## src/hdl/cdps_pkg.sv

```systemverilog
// ----------------------------------------------------------------------------
// cdps_pkg
// Shared types and constants for the compressor drive PWM sequencer.
// ----------------------------------------------------------------------------
`default_nettype none

package cdps_pkg;

    // divider geometry: 66666666 needs 26 bits, divisors stay within 16 bits
    localparam int unsigned DIVIDEND_W = 26;
    localparam int unsigned DIVISOR_W  = 16;
    localparam int unsigned ITER_W     = 5;
    localparam int unsigned PHASE_W    = 4;

    localparam logic [DIVIDEND_W-1:0] PERIOD_NUMER = 26'd66666666;
    localparam logic [15:0]           TOP_RESET    = 16'd51400;
    localparam logic [15:0]           FREQ_LOW     = 16'd1050;
    localparam logic [15:0]           FREQ_HIGH    = 16'd1700;
    localparam logic [7:0]            FULL_REQ     = 8'd254;
    localparam logic [15:0]           TENTH_DIV    = 16'd10;
    localparam logic [15:0]           SCALE_DIV    = 16'd510;

    // reciprocals rounded up: 2^19/10 and 2^32/510; 2936017 lies above 7*2^22/10
    localparam logic [15:0] TENTH_MUL       = 16'd52429;
    localparam logic [21:0] SEVEN_TENTH_MUL = 22'd2936017;
    localparam logic [23:0] SCALE_MUL       = 24'd8421505;

    // quotient bits computed for the period division
    localparam logic [ITER_W-1:0] ITER_FREQ = 5'd26;

    typedef enum logic [2:0] {
        ST_IDLE,
        ST_DECODE,
        ST_TICK,
        ST_FREQ_WAIT,
        ST_LEVEL,
        ST_SCALE,
        ST_DONE
    } state_t;

    typedef struct packed {
        logic take;
        logic div_start;
        logic write_top;
        logic level_off;
        logic level_full;
        logic save_seven;
        logic level_part;
        logic tick;
        logic emit;
    } cmd_t;

    typedef struct packed {
        logic in_fire;
        logic is_tick;
        logic code_ok;
        logic req_zero;
        logic req_full;
        logic div_done;
        logic out_free;
    } status_t;

endpackage

`default_nettype wire

```

## src/hdl/cdps_if.sv

```systemverilog
// ----------------------------------------------------------------------------
// cdps_if
// Valid/ready channels for setpoint and tick items and for result items.
// ----------------------------------------------------------------------------
`default_nettype none

interface cdps_in_if;
    logic        valid;
    logic        ready;
    logic        kind;
    logic [7:0]  request;
    logic [15:0] freq_code;
    logic        measuring;

    modport source (output valid, kind, request, freq_code, measuring, input ready);
    modport sink   (input valid, kind, request, freq_code, measuring, output ready);
endinterface

interface cdps_out_if;
    logic        valid;
    logic        ready;
    logic [15:0] period_top;
    logic [15:0] compare_level;
    logic        drive_a_on;
    logic        drive_b_on;
    logic        protect_on;
    logic        tick_enable;
    logic [3:0]  phase_now;

    modport source (output valid, period_top, compare_level, drive_a_on, drive_b_on,
                    protect_on, tick_enable, phase_now, input ready);
    modport sink   (input valid, period_top, compare_level, drive_a_on, drive_b_on,
                    protect_on, tick_enable, phase_now, output ready);
endinterface

`default_nettype wire

```

## src/hdl/cdps_divider.sv

```systemverilog
// ----------------------------------------------------------------------------
// cdps_divider
// Restoring divider, one quotient bit per cycle, with a per-job bit count.
// ----------------------------------------------------------------------------
`default_nettype none

module cdps_divider (
    input  wire logic                                clk,
    input  wire logic                                rst_n,
    input  wire logic                                start,
    input  wire logic [cdps_pkg::DIVIDEND_W-1:0]     dividend,
    input  wire logic [cdps_pkg::DIVISOR_W-1:0]      divisor,
    input  wire logic [cdps_pkg::ITER_W-1:0]         iters,
    output logic                                     busy,
    output logic                                     done,
    output logic [cdps_pkg::DIVIDEND_W-1:0]          quotient
);

    logic                              busy_reg, busy_next;
    logic                              done_reg, done_next;
    logic [cdps_pkg::ITER_W-1:0]       count_reg, count_next;
    logic [cdps_pkg::DIVISOR_W-1:0]    rem_reg, rem_next;
    logic [cdps_pkg::DIVIDEND_W-1:0]   quo_reg, quo_next;
    logic [cdps_pkg::DIVISOR_W-1:0]    dsr_reg, dsr_next;
    logic [cdps_pkg::DIVISOR_W:0]      trial;
    logic [cdps_pkg::DIVISOR_W:0]      diff;
    logic                              fits;
    logic [cdps_pkg::ITER_W-1:0]       align;

    assign trial = {rem_reg, quo_reg[cdps_pkg::DIVIDEND_W-1]};
    assign diff  = trial - {1'b0, dsr_reg};
    assign fits  = (trial >= {1'b0, dsr_reg});
    assign align = cdps_pkg::ITER_W'(cdps_pkg::DIVIDEND_W) - iters;

    always_comb
    begin
        busy_next  = busy_reg;
        done_next  = 1'b0;
        count_next = count_reg;
        rem_next   = rem_reg;
        quo_next   = quo_reg;
        dsr_next   = dsr_reg;
        if (start)
        begin
            // park the dividend in the top bits so only iters steps are needed
            busy_next  = 1'b1;
            count_next = iters;
            rem_next   = '0;
            quo_next   = dividend << align;
            dsr_next   = divisor;
        end
        else if (busy_reg)
        begin
            rem_next   = fits ? diff[cdps_pkg::DIVISOR_W-1:0]
                              : trial[cdps_pkg::DIVISOR_W-1:0];
            quo_next   = {quo_reg[cdps_pkg::DIVIDEND_W-2:0], fits};
            count_next = count_reg - 1'b1;
            if (count_reg == cdps_pkg::ITER_W'(1))
            begin
                busy_next = 1'b0;
                done_next = 1'b1;
            end
        end
    end

    always_ff @(posedge clk or negedge rst_n)
    begin
        if (!rst_n)
        begin
            busy_reg  <= 1'b0;
            done_reg  <= 1'b0;
            count_reg <= '0;
        end
        else
        begin
            busy_reg  <= busy_next;
            done_reg  <= done_next;
            count_reg <= count_next;
        end
    end

    always_ff @(posedge clk)
    begin
        rem_reg <= rem_next;
        quo_reg <= quo_next;
        dsr_reg <= dsr_next;
    end

    assign busy     = busy_reg;
    assign done     = done_reg;
    assign quotient = quo_reg;

endmodule

`default_nettype wire

```

## src/hdl/cdps_ctrl.sv

```systemverilog
// ----------------------------------------------------------------------------
// cdps_ctrl
// Sequencer for item intake, divider jobs, state updates and result hand-off.
// ----------------------------------------------------------------------------
`default_nettype none

module cdps_ctrl (
    input  wire logic              clk,
    input  wire logic              rst_n,
    input  wire cdps_pkg::status_t status,
    output cdps_pkg::cmd_t         cmd
);

    cdps_pkg::state_t state_reg, state_next;

    always_comb
    begin
        state_next = state_reg;
        case (state_reg)
            cdps_pkg::ST_IDLE:
            begin
                if (status.in_fire)
                    state_next = cdps_pkg::ST_DECODE;
            end
            cdps_pkg::ST_DECODE:
            begin
                if (status.is_tick)
                    state_next = cdps_pkg::ST_TICK;
                else if (status.code_ok)
                    state_next = cdps_pkg::ST_FREQ_WAIT;
                else
                    state_next = cdps_pkg::ST_LEVEL;
            end
            cdps_pkg::ST_TICK:
                state_next = cdps_pkg::ST_DONE;
            cdps_pkg::ST_FREQ_WAIT:
            begin
                if (status.div_done)
                    state_next = cdps_pkg::ST_LEVEL;
            end
            cdps_pkg::ST_LEVEL:
            begin
                if (status.req_zero || status.req_full)
                    state_next = cdps_pkg::ST_DONE;
                else
                    state_next = cdps_pkg::ST_SCALE;
            end
            cdps_pkg::ST_SCALE:
                state_next = cdps_pkg::ST_DONE;
            cdps_pkg::ST_DONE:
            begin
                if (status.out_free)
                    state_next = cdps_pkg::ST_IDLE;
            end
            default:
                state_next = cdps_pkg::ST_IDLE;
        endcase
    end

    always_comb
    begin
        cmd = '0;
        case (state_reg)
            cdps_pkg::ST_IDLE:
                cmd.take = 1'b1;
            cdps_pkg::ST_DECODE:
                cmd.div_start = !status.is_tick && status.code_ok;
            cdps_pkg::ST_TICK:
                cmd.tick = 1'b1;
            cdps_pkg::ST_FREQ_WAIT:
                cmd.write_top = status.div_done;
            cdps_pkg::ST_LEVEL:
            begin
                cmd.level_off  = status.req_zero;
                cmd.level_full = !status.req_zero && status.req_full;
                cmd.save_seven = !status.req_zero && !status.req_full;
            end
            cdps_pkg::ST_SCALE:
                cmd.level_part = 1'b1;
            cdps_pkg::ST_DONE:
                cmd.emit = status.out_free;
            default:
                cmd = '0;
        endcase
    end

    always_ff @(posedge clk or negedge rst_n)
    begin
        if (!rst_n)
            state_reg <= cdps_pkg::ST_IDLE;
        else
            state_reg <= state_next;
    end

endmodule

`default_nettype wire

```

## src/hdl/cdps_datapath.sv

```systemverilog
// ----------------------------------------------------------------------------
// cdps_datapath
// Drive state, period divider, reciprocal level arithmetic and result register.
// ----------------------------------------------------------------------------
`default_nettype none

module cdps_datapath #(
    parameter int unsigned PHASE_PERIOD = 12
) (
    input  wire logic              clk,
    input  wire logic              rst_n,
    cdps_in_if.sink                feed,
    cdps_out_if.source             result,
    input  wire cdps_pkg::cmd_t    cmd,
    output cdps_pkg::status_t      status
);

    localparam int unsigned PW      = $clog2(PHASE_PERIOD + 1);
    localparam int unsigned QUARTER = PHASE_PERIOD / 4;

    // captured item
    logic        kind_reg;
    logic [7:0]  req_reg;
    logic [15:0] code_reg;
    logic        meas_reg;

    // drive state
    logic [15:0]   top_reg, top_next;
    logic [15:0]   compare_reg, compare_next;
    logic [PW-1:0] phase_reg, phase_next;
    logic          a_reg, a_next;
    logic          b_reg, b_next;
    logic          prot_reg, prot_next;
    logic          tick_reg, tick_next;

    // intermediate terms of the partial drive level
    logic [15:0] seven_reg;
    logic [23:0] prod_reg;

    // result register
    logic        out_valid_reg;
    logic [15:0] out_top_reg;
    logic [15:0] out_cmp_reg;
    logic        out_a_reg;
    logic        out_b_reg;
    logic        out_prot_reg;
    logic        out_tick_reg;
    logic [3:0]  out_phase_reg;

    logic [cdps_pkg::DIVIDEND_W-1:0] div_dividend;
    logic [cdps_pkg::DIVISOR_W-1:0]  div_divisor;
    logic [cdps_pkg::ITER_W-1:0]     div_iters;
    logic                            div_busy;
    logic                            div_done;
    logic [cdps_pkg::DIVIDEND_W-1:0] div_quotient;
    logic [15:0]                     quo16;
    logic [34:0]                     tenth_prod;
    logic [37:0]                     seven_prod;
    logic [47:0]                     scale_prod;
    logic [PW-1:0]                   phase_base;

    assign quo16 = div_quotient[15:0];

    // divisions by 10 and 510 as reciprocal multiplies, exact over the operand ranges
    assign tenth_prod = 35'(top_reg) * 35'(cdps_pkg::TENTH_MUL);
    assign seven_prod = 38'(top_reg) * 38'(cdps_pkg::SEVEN_TENTH_MUL);
    assign scale_prod = 48'(prod_reg) * 48'(cdps_pkg::SCALE_MUL);

    assign div_dividend = cdps_pkg::PERIOD_NUMER;
    assign div_divisor  = code_reg;
    assign div_iters    = cdps_pkg::ITER_FREQ;

    cdps_divider u_divider (
        .clk      (clk),
        .rst_n    (rst_n),
        .start    (cmd.div_start),
        .dividend (div_dividend),
        .divisor  (div_divisor),
        .iters    (div_iters),
        .busy     (div_busy),
        .done     (div_done),
        .quotient (div_quotient)
    );

    // the counter sits at the period end until the next enabled tick wraps it
    assign phase_base = (phase_reg == PW'(PHASE_PERIOD)) ? '0 : phase_reg;

    always_comb
    begin
        top_next     = top_reg;
        compare_next = compare_reg;
        phase_next   = phase_reg;
        a_next       = a_reg;
        b_next       = b_reg;
        prot_next    = prot_reg;
        tick_next    = tick_reg;
        if (cmd.write_top)
            top_next = quo16;
        if (cmd.level_off)
        begin
            compare_next = '0;
            a_next       = 1'b0;
            b_next       = 1'b0;
            prot_next    = 1'b1;
            tick_next    = 1'b0;
        end
        if (cmd.level_full)
        begin
            compare_next = tenth_prod[34:19];
            prot_next    = 1'b0;
            tick_next    = 1'b1;
        end
        if (cmd.level_part)
        begin
            compare_next = seven_reg - scale_prod[47:32];
            prot_next    = 1'b1;
            tick_next    = 1'b1;
        end
        if (cmd.tick && tick_reg)
        begin
            if (phase_base == '0)
            begin
                a_next = 1'b0;
                if (!meas_reg)
                    b_next = 1'b1;
            end
            else if (phase_base == PW'(QUARTER) || phase_base == PW'(3 * QUARTER))
            begin
                a_next = 1'b0;
                b_next = 1'b0;
            end
            else if (phase_base == PW'(2 * QUARTER))
            begin
                b_next = 1'b0;
                if (!meas_reg)
                    a_next = 1'b1;
            end
            phase_next = phase_base + 1'b1;
        end
    end

    always_ff @(posedge clk or negedge rst_n)
    begin
        if (!rst_n)
        begin
            top_reg       <= cdps_pkg::TOP_RESET;
            compare_reg   <= '0;
            phase_reg     <= '0;
            a_reg         <= 1'b0;
            b_reg         <= 1'b0;
            prot_reg      <= 1'b1;
            tick_reg      <= 1'b0;
            out_valid_reg <= 1'b0;
        end
        else
        begin
            top_reg     <= top_next;
            compare_reg <= compare_next;
            phase_reg   <= phase_next;
            a_reg       <= a_next;
            b_reg       <= b_next;
            prot_reg    <= prot_next;
            tick_reg    <= tick_next;
            if (cmd.emit)
                out_valid_reg <= 1'b1;
            else if (result.ready)
                out_valid_reg <= 1'b0;
        end
    end

    always_ff @(posedge clk)
    begin
        if (status.in_fire)
        begin
            kind_reg <= feed.kind;
            req_reg  <= feed.request;
            code_reg <= feed.freq_code;
            meas_reg <= feed.measuring;
        end
        if (cmd.save_seven)
        begin
            seven_reg <= seven_prod[37:22];
            prod_reg  <= req_reg * top_reg;
        end
        if (cmd.emit)
        begin
            out_top_reg   <= top_reg;
            out_cmp_reg   <= compare_reg;
            out_a_reg     <= a_reg;
            out_b_reg     <= b_reg;
            out_prot_reg  <= prot_reg;
            out_tick_reg  <= tick_reg;
            out_phase_reg <= 4'(phase_reg);
        end
    end

    assign feed.ready = cmd.take;

    assign status.in_fire  = feed.valid && cmd.take;
    assign status.is_tick  = kind_reg;
    assign status.code_ok  = (code_reg > cdps_pkg::FREQ_LOW) && (code_reg < cdps_pkg::FREQ_HIGH);
    assign status.req_zero = (req_reg == '0);
    assign status.req_full = (req_reg >= cdps_pkg::FULL_REQ);
    assign status.div_done = div_done;
    assign status.out_free = !out_valid_reg || result.ready;

    assign result.valid         = out_valid_reg;
    assign result.period_top    = out_top_reg;
    assign result.compare_level = out_cmp_reg;
    assign result.drive_a_on    = out_a_reg;
    assign result.drive_b_on    = out_b_reg;
    assign result.protect_on    = out_prot_reg;
    assign result.tick_enable   = out_tick_reg;
    assign result.phase_now     = out_phase_reg;

`ifndef ASSERT_OFF
    a_phase_range: assert property (@(posedge clk) disable iff (!rst_n)
        phase_reg <= PW'(PHASE_PERIOD))
        else $error("phase counter beyond period");

    a_drive_exclusive: assert property (@(posedge clk) disable iff (!rst_n)
        !(a_reg && b_reg))
        else $error("both drive outputs connected");

    a_unprotected_runs: assert property (@(posedge clk) disable iff (!rst_n)
        !prot_reg |-> tick_reg)
        else $error("protection off while ticks disabled");

    a_div_idle_start: assert property (@(posedge clk) disable iff (!rst_n)
        cmd.div_start |-> !div_busy)
        else $error("divider started while busy");

    a_emit_valid: assert property (@(posedge clk) disable iff (!rst_n)
        cmd.emit |=> out_valid_reg)
        else $error("emitted item not presented");
`endif

endmodule

`default_nettype wire

```

## src/hdl/compressor_drive_pwm_sequencer.sv

```systemverilog
// Sequence: an accepted item is decoded, then handled as a period tick or as a level
// update, with an extra scale step for a partial drive level; a valid frequency code
// first adds a division of the period constant, one quotient bit per cycle.
// Intake: one item at a time; the next item is taken the cycle after its result
// enters the output register.
// Reset gives period 51400, compare 0, outputs off, protection on, ticks off.
// ----------------------------------------------------------------------------
// compressor_drive_pwm_sequencer
// PWM period, compare level and phase sequencing for a two-phase compressor.
// ----------------------------------------------------------------------------
`default_nettype none

module compressor_drive_pwm_sequencer #(
    parameter int unsigned PHASE_PERIOD = 12
) (
    input  wire logic  clk,
    input  wire logic  rst_n,
    cdps_in_if.sink    feed,
    cdps_out_if.source result
);

    cdps_pkg::cmd_t    cmd;
    cdps_pkg::status_t status;

    cdps_ctrl u_ctrl (
        .clk    (clk),
        .rst_n  (rst_n),
        .status (status),
        .cmd    (cmd)
    );

    cdps_datapath #(
        .PHASE_PERIOD (PHASE_PERIOD)
    ) u_datapath (
        .clk    (clk),
        .rst_n  (rst_n),
        .feed   (feed),
        .result (result),
        .cmd    (cmd),
        .status (status)
    );

endmodule

`default_nettype wire
```

## src/flat_wrapper.sv

```systemverilog
// flat-port wrapper written by rule: the top's interface ports become plain ports
module compressor_drive_pwm_sequencer_flat 
#(
    parameter int unsigned PHASE_PERIOD = 12
)
  (clk, rst_n, feed_valid, feed_kind, feed_request, feed_freq_code, feed_measuring, feed_ready, result_valid, result_period_top, result_compare_level, result_drive_a_on, result_drive_b_on, result_protect_on, result_tick_enable, result_phase_now, result_ready);
  cdps_in_if feed_i ();
  cdps_out_if result_i ();
  input  wire logic clk;
  input  wire logic rst_n;
  input wire logic [$bits(feed_i.valid)-1:0] feed_valid;
  input wire logic [$bits(feed_i.kind)-1:0] feed_kind;
  input wire logic [$bits(feed_i.request)-1:0] feed_request;
  input wire logic [$bits(feed_i.freq_code)-1:0] feed_freq_code;
  input wire logic [$bits(feed_i.measuring)-1:0] feed_measuring;
  output wire logic [$bits(feed_i.ready)-1:0] feed_ready;
  output wire logic [$bits(result_i.valid)-1:0] result_valid;
  output wire logic [$bits(result_i.period_top)-1:0] result_period_top;
  output wire logic [$bits(result_i.compare_level)-1:0] result_compare_level;
  output wire logic [$bits(result_i.drive_a_on)-1:0] result_drive_a_on;
  output wire logic [$bits(result_i.drive_b_on)-1:0] result_drive_b_on;
  output wire logic [$bits(result_i.protect_on)-1:0] result_protect_on;
  output wire logic [$bits(result_i.tick_enable)-1:0] result_tick_enable;
  output wire logic [$bits(result_i.phase_now)-1:0] result_phase_now;
  input wire logic [$bits(result_i.ready)-1:0] result_ready;
  assign feed_i.valid = feed_valid;
  assign feed_i.kind = feed_kind;
  assign feed_i.request = feed_request;
  assign feed_i.freq_code = feed_freq_code;
  assign feed_i.measuring = feed_measuring;
  assign feed_ready = feed_i.ready;
  assign result_valid = result_i.valid;
  assign result_period_top = result_i.period_top;
  assign result_compare_level = result_i.compare_level;
  assign result_drive_a_on = result_i.drive_a_on;
  assign result_drive_b_on = result_i.drive_b_on;
  assign result_protect_on = result_i.protect_on;
  assign result_tick_enable = result_i.tick_enable;
  assign result_phase_now = result_i.phase_now;
  assign result_i.ready = result_ready;
  compressor_drive_pwm_sequencer #(.PHASE_PERIOD(PHASE_PERIOD)) u_core (.clk(clk), .rst_n(rst_n), .feed(feed_i), .result(result_i));
endmodule
```

## config.mk

```make
export PLATFORM = sky130hd
export DESIGN_NAME = compressor_drive_pwm_sequencer_flat
export DESIGN_NICKNAME = d
export VERILOG_FILES = /design/src/hdl/cdps_pkg.sv /design/src/hdl/cdps_if.sv /design/src/hdl/cdps_divider.sv /design/src/hdl/cdps_ctrl.sv /design/src/hdl/cdps_datapath.sv /design/src/hdl/compressor_drive_pwm_sequencer.sv /design/src/flat_wrapper.sv
export SDC_FILE = /design/constraint.sdc
export NUM_CORES = 1
export LEC_CHECK = 0
export CORE_MARGIN = 8
export CORE_UTILIZATION = 55
export DETAILED_ROUTE_END_ITERATION = 12
export DONT_BUFFER_PORTS = 1
export PLACE_DENSITY = 0.8
export SLEW_MARGIN = 20
export SYNTH_ARGS = -nofsm -noshare
export SYNTH_HDL_FRONTEND = slang
export SYNTH_SLANG_ARGS = --single-unit
```

## constraint.sdc

```tcl
create_clock -name clk -period 19.6 [get_ports clk]
set_input_delay 5.88 -clock clk [delete_from_list [all_inputs] [get_ports clk]]
set_output_delay 5.88 -clock clk [all_outputs]
set_load 0.01 [all_outputs]
```

Yosys cells after proc, flatten, opt, wreduce, memory -nomap -nowiden
Cells that the tools add are included.

operators by class
  multiply operators = 4
  multiplexer cells = 47
  reduce and logical (&&, ||, !) cells = 21
  order comparisons = 4
  $add $sub $neg = 4
  equality and inequality tests = 14

operators with widths
  cell                    count
  $mux 16                 4
  $mul 24x24->48 const B  1
  $mul 16x22->38 const B  1
  $mul 16x16->32 const B  1
  $mux 1                  32
  $sub 16x16->16          2
  $mul 8x16->24           1
  $mux 3                  6
  $pmux 3 s6              1
  $ge 17x16->1            1
  $gt 16x11->1 const B    1
  $lt 16x11->1 const B    1
  $mux 5                  2
  $eq 3x3->1 const B      3
  $eq 4x4->1 const B      2
  $ge 8x8->1 const B      1
  $logic_not 8->1         1
  $eq 3x2->1 const B      2
  $logic_and 1x1->1       6
  $eq 5x1->1 const B      1
  $sub 5x1->5 const B     1
  $add 4x1->4 const B     1
  $eq 4x2->1 const B      1
  $eq 4x3->1 const B      1
  other kinds (13)        20

storage, ports and cells
  bits of input ports = 30
  logic and storage cells = 122
  bits in registers = 215

Logic depth before layout (Yosys ltp)
  depth after elaboration = 10
  mapped depth = 28
  depth with buffers taken out = 28

Cells and area by module
From an unflattened synthesis, not the netlist that was laid out.

second synthesis, totals
  cell total of the unflattened synthesis = 2,588
  area total of the unflattened synthesis = 26,565.5 um2

modules (own cells, without submodules)
  module         cells each  area each (um2)  seq. area each (um2)  times used
  cdps_datapath  2,055       21,718.3         4,217.8               1
  cdps_divider   496         4,579.4          1,756.7               1
  cdps_ctrl      37          267.8            75.1                  1

Worst setup path after synthesis
Ideal clock, no wire load.

  path kind = input -> register
  start point = in result_ready
  end point = reg u_core.u_datapath.out_cmp_reg[0], in the netlist u_core.u_datapath.result.compare_level[0] (enable)
  path slack = 10.409 ns
  arrival = 8.704 ns
  data required time = 19.113 ns
  stages on the path = 2
  cells stage by stage = nor2b_1 nor3_1

RTL lines
  element                 line                  text
  start: declaration      flat_wrapper.sv:25    input wire logic [$bits(result_i.ready)-1:0] result_ready;
  end signal: assignment  cdps_datapath.sv:188  out_cmp_reg <= compare_reg;
  end: declaration        cdps_datapath.sv:43   logic [15:0] out_cmp_reg;

Worst setup path in the final report
  start point = reg u_core.u_ctrl.state_reg[0]
  end point = out feed_ready

on the way
  word-level cells in the longest chain between the ends = 2

ends and longest elaborated chain
  element                   line                text
  start: declaration        cdps_ctrl.sv:14     cdps_pkg::state_t state_reg, state_next;
  start signal: assignment  cdps_ctrl.sv:90     state_reg <= cdps_pkg::ST_IDLE;
  start signal: assignment  cdps_ctrl.sv:92     state_reg <= state_next;
  $logic_not 3->1           cdps_ctrl.sv:63     case (state_reg)
  $mux 1                    cdps_ctrl.sv:63
  end: declaration          flat_wrapper.sv:16  output wire logic [$bits(feed_i.ready)-1:0] feed_ready;

Every way passes these cells.

==> flow_metrics.py <==
metrics = {
    "global_routing": {
        "grt_overflow_total": 0,
        "grt_use_total": 0.219,
        "first_global_vias": 18200,
        "grt_first_pass_wirelength_mm": 93.6,
        "antenna_found_initial": 0,
        "grt_max_degree": 67,
    },
    "routing": {
        "vias": 17000,
        "routed_wl_mm": 57.2,
        "ant_nets": 0,
        "viasPerCell": 5.68,
        "dr.pass1.iters": 7,
        "wl_per_cell_um": 19.1,
        "first_iter_violations": 923,
        "drc": 0,
    },
    "sta": {
        "min_period_ns": 7.54,
        "rsz0062_at_grt": "no",
        "worst_pin_slew_ns": 1.02,
        "hold_viol": 0,
        "setup_viol": 0,
        "slew_headroom": 0.320,
        "tns_ns": 0,
        "post-route-period-util": 0.385,
        "fin_skew_ns": 0.0252,
        "drv_slew": 0,
        "clock.fmax_mhz": 133,
    },
    "clocking": {
        "post_cts_buffers": 0,
        "clk_latency_ns": 0.56,
        "cts.clk_slew.worst_paths_ns": 0.06,
        "cts_tree": "yes",
        "root_buffer": "clkbuf_16",
        "cts_sinks": 215,
        "post_cts_resize_count": 0,
        "numCtsBuffers": 24,
        "ctsHoldBuffers": 0,
        "h-tree-depth": 1,
        "cts_max_path_buffers": 3,
    },
    "worst_setup_path": {
        "criticalPathCategory": "flop to output pin",
        "critPathSlowestCell": "dfrtp_1",
        "path_delay_family": "flip-flops",
        "arrival_ns": 1.66,
        "critPathMaxStageDelay_ns": 0.52,
        "path_cells": "nor2_1 > inv_1 > nor2_1",
        "path_common_cell": "nor2_1",
        "crit_buf_inv": 1,
        "required_ns": 13.72,
        "critPathMaxFanout": 13,
        "cp-end-kind": "output pin",
        "worstSetupStartpointType": "flop",
    },
    "place": {
        "hpwlAfterDp_mm": 46.8,
        "io_buffers": 0,
        "place_congestion": 0.964,
    },
    "min_path": {
        "hp-class": "flop to flop",
    },
    "yosys": {
        "synth.avg_cell_area_um2": 10.4,
        "netlist_top_cells_area": "ha_1 (25%), fa_1 (22%), edfxtp_1 (15%)",
        "synth_cell_type_count": 76,
        "synth_edf_count": 122,
        "ys_seq_area_frac": 0.232,
        "yosys.area.top_type": "ha_1",
        "synth_seq_cells": 215,
        "syn_nets": 3199,
        "synth_top_area_frac": 0.254,
        "synth_ff_type": "edfxtp_1",
        "async_flop_share": 0.237,
        "yosys_warnings": 0,
        "synth_cells": 2390,
        "syn_area_um2": 24900,
    },
    "layout": {
        "fin_nets": 3184,
        "layout_commonest_cell": "ha_1",
        "antenna_cells": 0,
        "area_delta_synth_final_pct": 5.82,
        "final_cell_mix": "ha_1 (505), inv_1 (468), fa_1 (274)",
        "utilization": 0.585,
        "largest_reg_flops": 26,
        "drive_above_1_share": 0.0414,
    },
    "floorplan": {
        "coreArea_um2": 45100,
        "io_pins": 72,
        "start_util": 0.553,
        "rows": 78,
        "dieWidth_um": 229,
        "dieArea_um2": 52400,
        "die_h_um": 229,
    },
    "pwr": {
        "powerDensity_nw_per_um2": 99.4,
        "total_leakage_power_uw": 0.0142,
        "vdd_ir_drop_max_v": 0.0000818,
    },
    "run": {
        "cap_violations": 0,
    },
    "run_status": {
        "status": "completed",
    },
}
==> stage by stage <==
step | instances | hold WS, ns | instance area, um^2 | setup WS, ns | power (uW)
final | 2993 | 0.450 | 26400 | 12.06 | 2620
after global routing | 2993 | 0.462 | 26400 | 11.97 | 2860
after CTS | 2992 | 0.449 | 26300 | 12.06 | 2630
after detailed placement | 2948 | 0.435 | 25600 | 12.37 | 2160
after global placement | 2948 | 0.430 | 25600 | 12.48 | 2080
after floorplan | 2390 | 0.418 | 24900 | 10.41 | 1800
==> power by group <==
group	total (uW)	internal, uW	switching [uW]
Clock	450	260	190
Combinational	1420	621	797
Sequential	753	619	134
Total	2620	1500	1120
==> final timing paths <==
path                                                 from                                 endpoint  slack, ns  cells after the start
hold reg to reg            u_core.u_datapath.code_reg[10]  u_core.u_datapath.u_divider.dsr_reg[10]       0.45                      0
setup / recovery               u_core.u_ctrl.state_reg[0]                               feed_ready      12.06                      3
max in group asynchronous                           rst_n               u_core.u_datapath.prot_reg      14.33                      0
hold / removal             u_core.u_datapath.code_reg[10]  u_core.u_datapath.u_divider.dsr_reg[10]       0.45                      0
min in group asynchronous                           rst_n           u_core.u_datapath.phase_reg[2]       5.03                      0
setup reg to reg             u_core.u_datapath.top_reg[6]          u_core.u_datapath.seven_reg[15]      12.54                     21
==> cells by family (layout without fill, tap and decap cells) <==
logic type / count (synthesis) / after routing / synth area share
AOI/OAI and AO/OA: 300 / 300 / 0.0776
xor gates and xnor gates: 90 / 90 / 0.0322
adders and majority gates: 779 / 779 / 0.474
buffers and inverters: 522 / 525 / 0.0788
DFF: 215 / 215 / 0.232
muxes: 48 / 48 / 0.0201
and+or+nand+nor: 436 / 436 / 0.0852
==> worst register-to-register path, stage by stage, from the launching register on <==
cell	delay, ns
dfstp_2	0.83
ha_1	0.36
inv_1	0.12
fa_1	0.64
inv_1	0.09
fa_1	0.48
fa_1	0.50
inv_1	0.05
fa_1	0.54
inv_1	0.06
fa_1	0.54
inv_1	0.04
ha_1	0.30
a211oi_1	0.31
nand2_1	0.09
a21oi_1	0.20
a31oi_1	0.23
a41oi_1	0.39
o21ai_0	0.26
a41o_1	0.33
o41ai_1	0.33
xnor2_1	0.11
==> Yosys cell counts, drive strengths merged, types with 32 or more instances <==
master and instances:
nand2 141, inv 468, ha 505, and2 66, fa 274, edfxtp 122
dfxtp 42, clkbuf 49, nor2 89, dfrtp 44, o21ai 64, mux2i 32
a21oi 96, xnor2 59
==> per-layer routing <==
metal,vias to the layer above,global-route usage,part of all wire
met5,-,0,0
met1,8429,0.274,0.42
met2,508,0.376,0.48
met3,131,0.0351,0.056
li1,7928,-,-
met4,0,0.0855,0.041
==> area by class of cell <==
class	instances	area, um^2
fillers	3646	18700
repair buffers	13	110
clock buffers	37	701
multi-input cells	1653	17200
well taps	600	751
flip-flops and latches	215	5790
inverters	468	1760
clock inverters	7	76.3
Note: power is estimated with default switching activity, not from simulation.
